==> config.mk <==
export PLATFORM = sky130hd
export DESIGN_NAME = pau_ram
export DESIGN_NICKNAME = d
export VERILOG_FILES = /design/src/hdl/pau_ram.sv
export SDC_FILE = /design/constraint.sdc
export NUM_CORES = 1
export LEC_CHECK = 0
export BUFFER_PORTS_ARGS = -buffer_cell sky130_fd_sc_hd__buf_2
export CAP_MARGIN = 20
export CORE_UTILIZATION = 60
export CTS_BUF_LIST = sky130_fd_sc_hd__clkbuf_2
export CTS_CLUSTER_SIZE = 16
export DETAILED_ROUTE_END_ITERATION = 7
export PLACE_DENSITY = 0.83
export SYNTH_ARGS = -nofsm -noshare
export SYNTH_HDL_FRONTEND = slang
export SYNTH_SLANG_ARGS = --single-unit
==> constraint.sdc <==
create_clock -name clk -period 4.5 [get_ports clk]
set_clock_uncertainty 0.1 [all_clocks]
set_input_delay 0.225 -clock clk [delete_from_list [all_inputs] [get_ports clk]]
set_output_delay 0.225 -clock clk [all_outputs]
set_load 0.02 [all_outputs]
==> src/hdl/pau_ram.sv <==
// Generic single-write, single-read RAM with registered read data.
// No dependencies.
`default_nettype none

module pau_ram #(
    parameter int WIDTH = 8,
    parameter int DEPTH = 16
) (
    input  wire logic                     clk,
    input  wire logic                     we,
    input  wire logic [$clog2(DEPTH)-1:0] waddr,
    input  wire logic [WIDTH-1:0]         wdata,
    input  wire logic                     re,
    input  wire logic [$clog2(DEPTH)-1:0] raddr,
    output logic      [WIDTH-1:0]         rdata
);

    logic [WIDTH-1:0] mem [DEPTH];

    always_ff @(posedge clk)
    begin
        if (we)
        begin
            mem[waddr] <= wdata;
        end
        if (re)
        begin
            rdata <= mem[raddr];
        end
    end

endmodule

`default_nettype wire

## Word level (Yosys, flattened, before mapping)

Memories as Yosys holds them, arrays and structs flattened. A register that Yosys moved wholly into a read port is not among the register bits.
Index checks and enable logic that the tools add are counted.

- Add/sub/neg operators: 0
- Multiply operators: 0
- Divide/modulo/power cells: 0
- Magnitude comparators: 0
- Eq/ne operators: 0
- Shift operators: 0
- Multiplexer cells: 2
- Bitwise logic cells: 0
- Reduce and logical (&&, ||, !) cells: 0

Operators by type and width:

| cell | number |
|---|---|
| $mux W1 | 2 |

- Flip-flop bits (word level): 0
- Latch bits: 0
- RAM bits: 128
- ROM bits: 0
- Bits of input ports: 19
- Memories kept: 1

Memory list:

| memory | depth | bits a word | rd ports | clocked after memory_dff | write ports | line | text |
|---|---|---|---|---|---|---|---|
| mem | 16 | 8 | 1 | 1 | 1 | 18 | `logic [WIDTH-1:0] mem [DEPTH];` |

## Depth between registers and ports, before layout

- Depth in word-level cells: 2
- Mapped depth: 5
- Depth with buffers taken out: 3

## Least setup slack after synthesis

OpenSTA, ideal clock, no wires.

- Path kind: input -> register
- Start: in waddr[2]
- End: mem mem[0][0], enable pin
- Library setup time: 0.383 ns
- Arrival time: 1.335 ns
- Path slack: 2.682 ns
- Stages on the path: 2
- Path buffers: 0
- Cell sequence: or3b_2 -> nor3_1

RTL lines:

| element | line | text |
|---|---|---|
| start: declaration | 11 | `input wire logic [$clog2(DEPTH)-1:0] waddr,` |
| end: declaration | 18 |  |

Straight into the memory's write port.

## Final worst setup path

- Start: in waddr[1]
- End: mem mem[12][3], enable pin

Straight into the memory's write port.

==> impl_metrics.py <==
metrics = {
    "pwr": {
        "p_comb_frac": 0.057,
        "p_clk_frac": 0.339,
        "p_sw_mw": 0.5244,
        "p_int_mw": 1.847,
        "p_total_mw": 2.372,
        "powerDensity_nw_per_um2": 406.3,
        "power_leakage_nw": 1.933,
        "pwr-share-seq": 0.604,
        "worst_ir_drop_vdd_mv": 0.1999,
        "swShare": 0.2211,
    },
    "die": {
        "initial_core_util": 0.6268,
        "die_x_um": 95.34,
        "io_pins": 27,
        "dieArea_um2": 9090,
        "core.rowCount": 33,
        "dieHeight_um": 95.34,
        "coreArea_um2": 8341,
    },
    "placed_design": {
        "port_buffers": 26,
        "gp_congestion": 0.6935,
        "hpwl_mm": 5.665,
    },
    "sta": {
        "finalCritPeriodShare": 0.4073,
        "fmax_mhz": 545.6,
        "rsz0062_at_grt": "no",
        "tightest_slew_ps": 1028,
        "finalSetupViolCount": 0,
        "relSlewSlack": 0.3145,
        "finalSetupTns_ps": 0,
        "drv_slew": 0,
        "fin_crit_ps": 1833,
        "finalHoldViolations": 0,
    },
    "global_routing": {
        "antenna_found_initial": 0,
        "grt_pass1_wl_mm": 13.22,
        "grt_max_degree": 33,
        "track_usage": 0.2180,
        "grt_pass1_vias": 2365,
        "grt_overflow_total": 0,
    },
    "synth": {
        "ys_ff_latch": 136,
        "synth_area_um2": 5228,
        "syn_avg_cell_area_um2": 22.83,
        "syn_nets": 248,
        "synth_cell_types": 18,
        "synth_warnings": 0,
        "synth.most_common_cell": "edfxtp_1",
        "synth_top_area_cell": "edfxtp_1",
        "synth_flop_cell": "edfxtp_1",
        "async_reset_ff_frac": 0,
        "synth_cells": 229,
        "synth.area.top_cells": "edfxtp_1, mux4_2, mux4_1",
        "synth-seq-area-share": 0.7812,
        "synth_commonest_cells": "edfxtp_1, mux4_2, a22oi_1, mux4_1, nor2_1",
        "synth_top_area_share": 0.7812,
        "synth_edf_count": 136,
    },
    "clock_tree": {
        "cts-root-buf": "clkbuf_2",
        "htreeDepth": 4,
        "cts_buffers": 17,
        "clk_latency_ps": 660,
        "clk_path_buf_depth": 2,
        "cts.sinks": 136,
        "tritoncts": "built",
        "cts_setup_buffers": 0,
        "clkTransAtPathRegs_ps": 190,
    },
    "route": {
        "routed_via_density": 6.191,
        "dr.first_iter.drc_count": 263,
        "ant_nets": 0,
        "drt_first_pass_iters": 6,
        "wire_per_inst_um": 22.54,
        "dr_total_vias": 2458,
        "drc_errors": 0,
        "routed_wirelength_mm": 8.949,
    },
    "worst_setup_path": {
        "cpMaxStageDelayCell": "dlygate4sd3_1",
        "r2r_cells": 3,
        "slowest_delay_ps": 910,
        "cpLargestDelayFamily": "buffers and inverters",
        "timing.critical_path.buf_inv": 3,
        "cp-end-kind": "register",
        "cp.arrival_ps": 2030,
        "reg2reg_to": "rdata[2]$_DFFE_PP_",
        "critPathKind": "in -> reg",
        "r2r_slack_ps": 2920,
        "crit_top_cell": "dlygate4sd3_1",
        "r2r_start": "mem[5][2]$_DFFE_PP_",
        "path_cells": "dlygate4sd3_1, buf_2, nor3_2, dlygate4sd3_1",
        "required_ps": 4700,
        "crit_fanout": 8,
        "critPathLaunchType": "input pin",
    },
    "run": {
        "drv_cap": 0,
    },
    "hold_path": {
        "holdPathEnd": "mem[4][0]$_DFFE_PP_",
        "min_from": "waddr[2]",
        "hold_path_class": "in -> reg",
        "hold_depth": 3,
    },
    "layout": {
        "synthToLayoutAreaGrowth_pct": 11.68,
        "antennaDiodeCount": 0,
        "nets": 298,
        "drive_gt1_frac": 0.2740,
    },
    "status": {
        "status": "finished clean",
    },
}
-- layout make-up --
cell class / count / area (um2)
sequential: 136 / 4084
fill: 520 / 2502
multi-input combinational: 83 / 1062
timing repair buffer: 41 / 272.8
clock inverter: 15 / 202.7
tap: 105 / 131.4
clock buffer: 17 / 85.08
-- worst max path at each step --
stage / start / to / slack, ps / cells past startpoint
5_1_grt: waddr[1] / mem[12][3]$_DFFE_PP_ / 2710 / 4
2_1_floorplan: waddr[2] / mem[0][0]$_DFFE_PP_ / 2680 / 2
3_5_place_dp: raddr[0] / rdata[2]$_DFFE_PP_ / 2070 / 4
4_1_cts: waddr[1] / mem[12][3]$_DFFE_PP_ / 2700 / 4
3_3_place_gp: raddr[0] / rdata[1]$_DFFE_PP_ / 2080 / 4
6_report: waddr[1] / mem[12][3]$_DFFE_PP_ / 2670 / 4
-- repair_timing --
| item | 4_1_cts | 5_1_grt |
|---|---|---|
| hold buffers | 12 | 0 |
| resized for setup | 0 | 0 |
| hold endpoints to repair | 153 | 0 |
-- registers in the layout (all words and copies together) (netlist names) --
register	cells
mem	128
rdata	8
-- worst min-delay path: cells and delay by family --
family | cells | cell delay, ps
buffers and inverters | 1 | 120
AND/OR/NAND/NOR | 2 | 310
-- cells by family (layout without fill, tap and decap cells) --
kind of cell           after synthesis  count (layout)  synth area share
muxes                               32              32            0.1479
DFF                                136             136            0.7812
buffers and inverters               10              73           0.01651
AOI/OAI and AO/OA                   16              16           0.02298
and+or+nand+nor                     35              35           0.03136
-- layer usage --
| layer | wire (um) | track usage |
|---|---|---|
| met1 | 3674 | 0.3044 |
| met2 | 4574 | 0.3387 |
| met3 | 610 | 0.06699 |
| met4 | 90 | 0.06061 |
| met5 | 0 | 0 |
-- through the flow --
step	instances	utilization	setup slack (ps)	area (um2)	hold WS, ps
floorplan	229	-	2682	5228	223.9
global placement	352	0.6502	2079	5423	497.6
detailed placement	353	0.6511	2065	5430	495.9
CTS	397	0.7000	2700	5838	43.72
global route	397	0.7000	2713	5838	51.30
finish	397	0.7000	2667	5838	88.51
-- power groups by stage --
stage	combinational (mW)	sequential, mW	clock (mW)
final	0.135	1.43	0.805
after global routing	0.145	1.44	0.861
after CTS	0.135	1.43	0.813
after detailed placement	0.127	1.46	0
after global placement	0.122	1.46	0
after floorplan	0.0720	1.47	0
-- layout by cell type, fill, tap and decap left out --
cell type,instances
clkinv_1,1
nor3_1,3
nor2b_1,1
buf_2,26
dlygate4sd3_1,12
clkinv_2,1
clkbuf_2,17
edfxtp_1,136
and2b_1,1
bufinv_16,4
clkinvlp_4,4
nor3_2,1
nand2b_1,2
buf_4,3
nand3_1,1
and2_1,1
mux4_1,14
nand2_1,9
nand3b_1,2
inv_6,1
nor2_1,13
a22oi_1,16
clkinv_4,4
mux4_2,18
or3b_2,1
No activity file was read; power rests on OpenSTA's default activity.
