**src/hdl/pau_pkg.sv**
```systemverilog
// Shared types and codes for the Pareto archive update block.
// No dependencies; used by pau_cmp and pareto_archive_update.
`default_nettype none

package pau_pkg;

    localparam logic CMD_OFFER = 1'b0;
    localparam logic CMD_READ  = 1'b1;

    typedef enum logic [5:0] {
        S_IDLE   = 6'b000001,
        S_READ   = 6'b000010,
        S_EVAL   = 6'b000100,
        S_APPEND = 6'b001000,
        S_RDREQ  = 6'b010000,
        S_RDOUT  = 6'b100000
    } state_t;

    typedef struct packed {
        logic cand_dom;     // candidate strictly dominates the entry
        logic entry_cover;  // entry dominates or equals the candidate
    } dom_t;

endpackage

`default_nettype wire

```
**src/hdl/pau_cmp.sv**
```systemverilog
// Shared dominance compare unit: one candidate point against one stored entry.
// Depends on pau_pkg for the dom_t result struct.
`default_nettype none

module pau_cmp #(
    parameter int OBJ_WIDTH = 32
) (
    input  wire logic [OBJ_WIDTH-1:0] cand_a,
    input  wire logic [OBJ_WIDTH-1:0] cand_b,
    input  wire logic [OBJ_WIDTH-1:0] entry_a,
    input  wire logic [OBJ_WIDTH-1:0] entry_b,
    output pau_pkg::dom_t             result
);

    logic c_le_a;
    logic c_le_b;
    logic e_le_a;
    logic e_le_b;

    assign c_le_a = cand_a <= entry_a;
    assign c_le_b = cand_b <= entry_b;
    assign e_le_a = entry_a <= cand_a;
    assign e_le_b = entry_b <= cand_b;

    assign result.cand_dom    = c_le_a && c_le_b && !(e_le_a && e_le_b);
    assign result.entry_cover = e_le_a && e_le_b;

endmodule

`default_nettype wire

```
**config.mk**
```make
export PLATFORM = sky130hd
export DESIGN_NAME = pau_cmp
export DESIGN_NICKNAME = d
export VERILOG_FILES = /design/src/hdl/pau_pkg.sv /design/src/hdl/pau_cmp.sv
export SDC_FILE = /design/constraint.sdc
export NUM_CORES = 1
export LEC_CHECK = 0
export CAP_MARGIN = 40
export CORE_ASPECT_RATIO = 0.5
export CORE_MARGIN = 4
export CORE_UTILIZATION = 60
export DETAILED_ROUTE_END_ITERATION = 6
export DONT_BUFFER_PORTS = 1
export GPL_ROUTABILITY_DRIVEN = 0
export PLACE_DENSITY_LB_ADDON = 0.1
export RECOVER_POWER = 50
export SYNTH_ARGS = -nofsm -noshare
export SYNTH_HDL_FRONTEND = slang
export SYNTH_SLANG_ARGS = --single-unit
```
**constraint.sdc**
```tcl
create_clock -name vclk -period 3.28
set_clock_uncertainty 0.05 [all_clocks]
set_input_delay 0 -clock vclk [all_inputs]
set_output_delay 0 -clock vclk [all_outputs]
set_load 0.02 [all_outputs]
```
### Word level (Yosys, flattened, before mapping)

Index checks and enable logic that the tools add are counted.

| storage, ports and cells | value |
|---|---|
| output and inout bits | 2 |
| flip-flop bits (word level) | 0 |
| bits of input ports | 128 |
| word-level logic and storage cells | 8 |

| operators by class | value |
|---|---|
| magnitude comparators | 4 |
| reductions and logical operators | 4 |

Operators with widths:

| kind | count |
|---|---|
| $le A32 B32 Y1 | 4 |
| $logic_and A1 B1 Y1 | 3 |
| $logic_not A1 Y1 | 1 |

### Logic depth before layout (Yosys ltp)

| logic depth | value |
|---|---|
| depth in word-level cells | 4 |
| mapped depth | 8 |
| gate-level depth less buffers | 8 |

### Worst setup path before layout

OpenSTA, ideal clock, no wires.

| timing | value |
|---|---|
| kind | input to output |
| from | in cand_a[14] |
| to | out result[1] (netlist bit) |
| data arrival time | 1.689 ns |
| buffers on the path | 0 |
| setup slack | 1.541 ns |
| required time | 3.230 ns |
| cell stages on the path | 7 |
| path through | inv_1 ha_1 nand4_1 a2111oi_2 o31a_1 nor3_2 a221oi_1 |

RTL lines:

| what | RTL line | source |
|---|---|---|
| from (decl) | pau_cmp.sv:8 | `input wire logic [OBJ_WIDTH-1:0] cand_a,` |
| to (decl) | pau_cmp.sv:12 | `output pau_pkg::dom_t result` |

==> results.md <==
- The min-delay analysis places its worst path in the category primary input to output pin.
- Of the total power, the share spent switching nets is 0.535.
- The hold violation total from the final report was 0.
- The placed instance count is 264.
- The critical path class is primary input to output pin.
- The worst path arrival time is 1870 ps.
- The area growth from synthesis to layout is 2.54%.
- Dividing the detail-routed wire length by the instance count gives 13.1 um.
- By area the synthesized netlist is led by sky130_fd_sc_hd__ha_1, sky130_fd_sc_hd__inv_1, sky130_fd_sc_hd__a21oi_1, sky130_fd_sc_hd__nand4_1, sky130_fd_sc_hd__a21o_1.
- The floorplan has 13 rows.
- Headroom to the max-slew limit came out at 0.555.
- The initial core utilization is 0.629.
- The critical-path maximum fanout is 4.
- Setup repair after global routing left no endpoint under its margin.
- For this block, the via count after detailed routing is 1492.
- The time the worst path needs with I/O delays and setup is 1920 ps.
- In this run the standard cell core region covers 0.00259 mm2.
- The number of top-level design ports is 130.
- The max-capacitance violation count is 0.
- Of the total power, registers draw 0.
- The count of clock-net buffers in the final layout is 0.
- The period utilization is 0.585.
- The standby leakage power is 1.03 nW.
- For this run the aggregate overflow at the end of global routing stands at 0.
- The number of global-route vias before repair is 1401.
- After clock tree synthesis, the flow added hold-fix buffers numbering 0.
- Leaving out fill and tap cells, the most frequent cell in the layout is sky130_fd_sc_hd__inv_1.
- The run finished with clean final reports.
- Derived from the worst setup path, the maximum achievable clock frequency is 521 MHz.
- Leaving out fill and tap cells, the most frequent cells in the layout are sky130_fd_sc_hd__inv_1, sky130_fd_sc_hd__ha_1, sky130_fd_sc_hd__a21oi_1.
- Summed over all layers, the routed wires come to 3.47 mm.
- The sequential cell area fraction in the yosys report is 0.
- The first global-routing pass estimated 5.31 mm of wire.
- STA classifies the critical path endpoint as an output pin.
- Data on the critical path is required at its endpoint by 3230 ps.
- The number of gates resized after CTS was 0.
- The area used by multi-input combinational logic is 0.00137 mm2.
- The wire-length estimate of the detail-placed layout is 3.43 mm.
- The number of input and output port buffers inserted is 0.
- The all-layer global routing usage is 0.173.
- The number of warnings printed during yosys synthesis is 0.
- The first detailed-routing pass took 4 iterations.
- Before CTS, the worst setup slack after placement is 1300 ps.
- The violation count after the first detailed-routing iteration is 15.
- Counting every net in the synthesized netlist gives 419.
- Setup violations remaining at the end of the flow were counted as 0.
- Yosys mapped the design onto 26 distinct sky130hd cell types.
- The die covers 0.00366 mm2.
- Dividing total power by cell area gives a power density of 103 mW/mm2.
- The count of sequential standard cells is 0.
- The portion of total power attributed to combinational logic is 1.000.
- The average instance in the mapped netlist occupies 7.17 um2.
- The instance count of the mapped netlist is 227.
- The worst setup path is launched from a primary input.
- For this run, the post-layout net count is 421.
- The analysis attributes to net switching a power of 0.0923 mW.
- The number of antenna violations at the first check in global routing came to 0.
- The cell area that synthesis handed to floorplanning was 0.00163 mm2.
- The post-layout worst setup margin is 1360 ps.
- From left edge to right edge, the die measures 81.6 um.
- The slew at the pin closest to its max-slew limit is 779 ps.
- The biggest area contributor in the post-synthesis netlist is sky130_fd_sc_hd__ha_1.
- The final-report max-slew violation count is 0.
- The internal power component is 0.0802 mW.
- The number of vias per cell is 5.65.
- The relative contribution of the clock network to total power is 0.
- The area of all sequential standard cells is 0 um2.
- The number of diodes added for antenna fixing is 0.
- The number of setup buffers added after CTS is 0.
- The detail route stage leaves a number of antenna-violating nets equal to 0.
- The die is 44.8 um tall.
- The final setup TNS is 0 ps.
- Counting the fill cells in the layout gives 240.
- The number of remaining DRC errors is 0.
- The finished layout holds 264 standard cells, fillers aside.
- IR analysis of the VDD net gives a maximum drop of 0.0492 mV.
- The design draws 0.173 mW.
- Entering global routing, the biggest net connects 5 pins.
- The fraction of layout instances using a drive strength above 1 is 0.00881.
- The area share of the leading cell type in the synthesized netlist is 0.492.
==> worst paths after layout <==
path | cells past startpoint | slack [ps] | to | start
setup / recovery | 7 | 1360 | result[1] | cand_a[30]
hold / removal | 4 | 510 | result[0] | entry_b[31]
==> per-stage QoR <==
step	util	hold slack (ps)	cell area, um2
final	0.645	513	1670
after global routing	0.645	551	1670
after CTS	0.647	512	1670
after detailed placement	0.647	515	1670
after global placement	0.647	515	1670
after floorplan	-	469	1630
==> layer usage <==
layer	GRT usage	wire length, um	up-vias
met5	0	0	-
met4	0	0	0
met3	0.0259	270	0
met2	0.350	1790	59
met1	0.208	1410	633
li1	-	-	800
==> synth_stat cells <==
| cell type | instances |
|---|---|
| sky130_fd_sc_hd__inv_1 | 66 |
| sky130_fd_sc_hd__ha_1 | 64 |
| sky130_fd_sc_hd__a21oi_1 | 23 |
| sky130_fd_sc_hd__nand4_1 | 16 |
| sky130_fd_sc_hd__nand3_1 | 10 |
| sky130_fd_sc_hd__nand2_1 | 8 |
| sky130_fd_sc_hd__a21o_1 | 7 |
| sky130_fd_sc_hd__nor2_1 | 7 |
| sky130_fd_sc_hd__a211oi_1 | 3 |
| sky130_fd_sc_hd__o21ai_0 | 3 |
| sky130_fd_sc_hd__a221oi_1 | 2 |
| sky130_fd_sc_hd__nor2b_1 | 2 |
| sky130_fd_sc_hd__nor4_1 | 2 |
| sky130_fd_sc_hd__o211ai_1 | 2 |
| sky130_fd_sc_hd__a2111oi_2 | 1 |
| sky130_fd_sc_hd__a21boi_0 | 1 |
| sky130_fd_sc_hd__a21oi_2 | 1 |
| sky130_fd_sc_hd__a221o_1 | 1 |
| sky130_fd_sc_hd__nor3_2 | 1 |
| sky130_fd_sc_hd__o2111a_1 | 1 |
| sky130_fd_sc_hd__o21ai_1 | 1 |
| sky130_fd_sc_hd__o22a_1 | 1 |
| sky130_fd_sc_hd__o311ai_0 | 1 |
| sky130_fd_sc_hd__o31a_1 | 1 |
| sky130_fd_sc_hd__o41ai_1 | 1 |
| sky130_fd_sc_hd__or3_1 | 1 |
==> layout make-up <==
cell class | instances | area share
Inverter | 66 | 0.149
Tap cell | 37 | 0.0278
Multi-Input combinational cell | 161 | 0.824
==> power by group through the flow <==
stage          combinational, mW  clock (mW)  sequential [mW]
2_1_floorplan              0.143           0                0
3_3_place_gp               0.166           0                0
3_5_place_dp               0.174           0                0
4_1_cts                    0.176           0                0
5_1_grt                    0.204           0                0
6_report                   0.173           0                0
==> critical path, cell delays in order <==
cell	delay (ps)
sky130_fd_sc_hd__inv_1	20
sky130_fd_sc_hd__ha_1	300
sky130_fd_sc_hd__nand4_1	160
sky130_fd_sc_hd__nor4_1	420
sky130_fd_sc_hd__o31a_1	210
sky130_fd_sc_hd__nor3_1	60
sky130_fd_sc_hd__a221oi_1	700
==> kinds of logic after synthesis <==
| kind of cell | after synthesis | share of synthesized area |
|---|---|---|
| AND/OR/NAND/NOR | 47 | 0.152 |
| adder cells (fa/ha/maj) | 64 | 0.492 |
| AO/OA/AOI/OAI | 50 | 0.203 |
| buffers and inverters | 66 | 0.152 |
No activity file was read; power rests on OpenSTA's default activity.
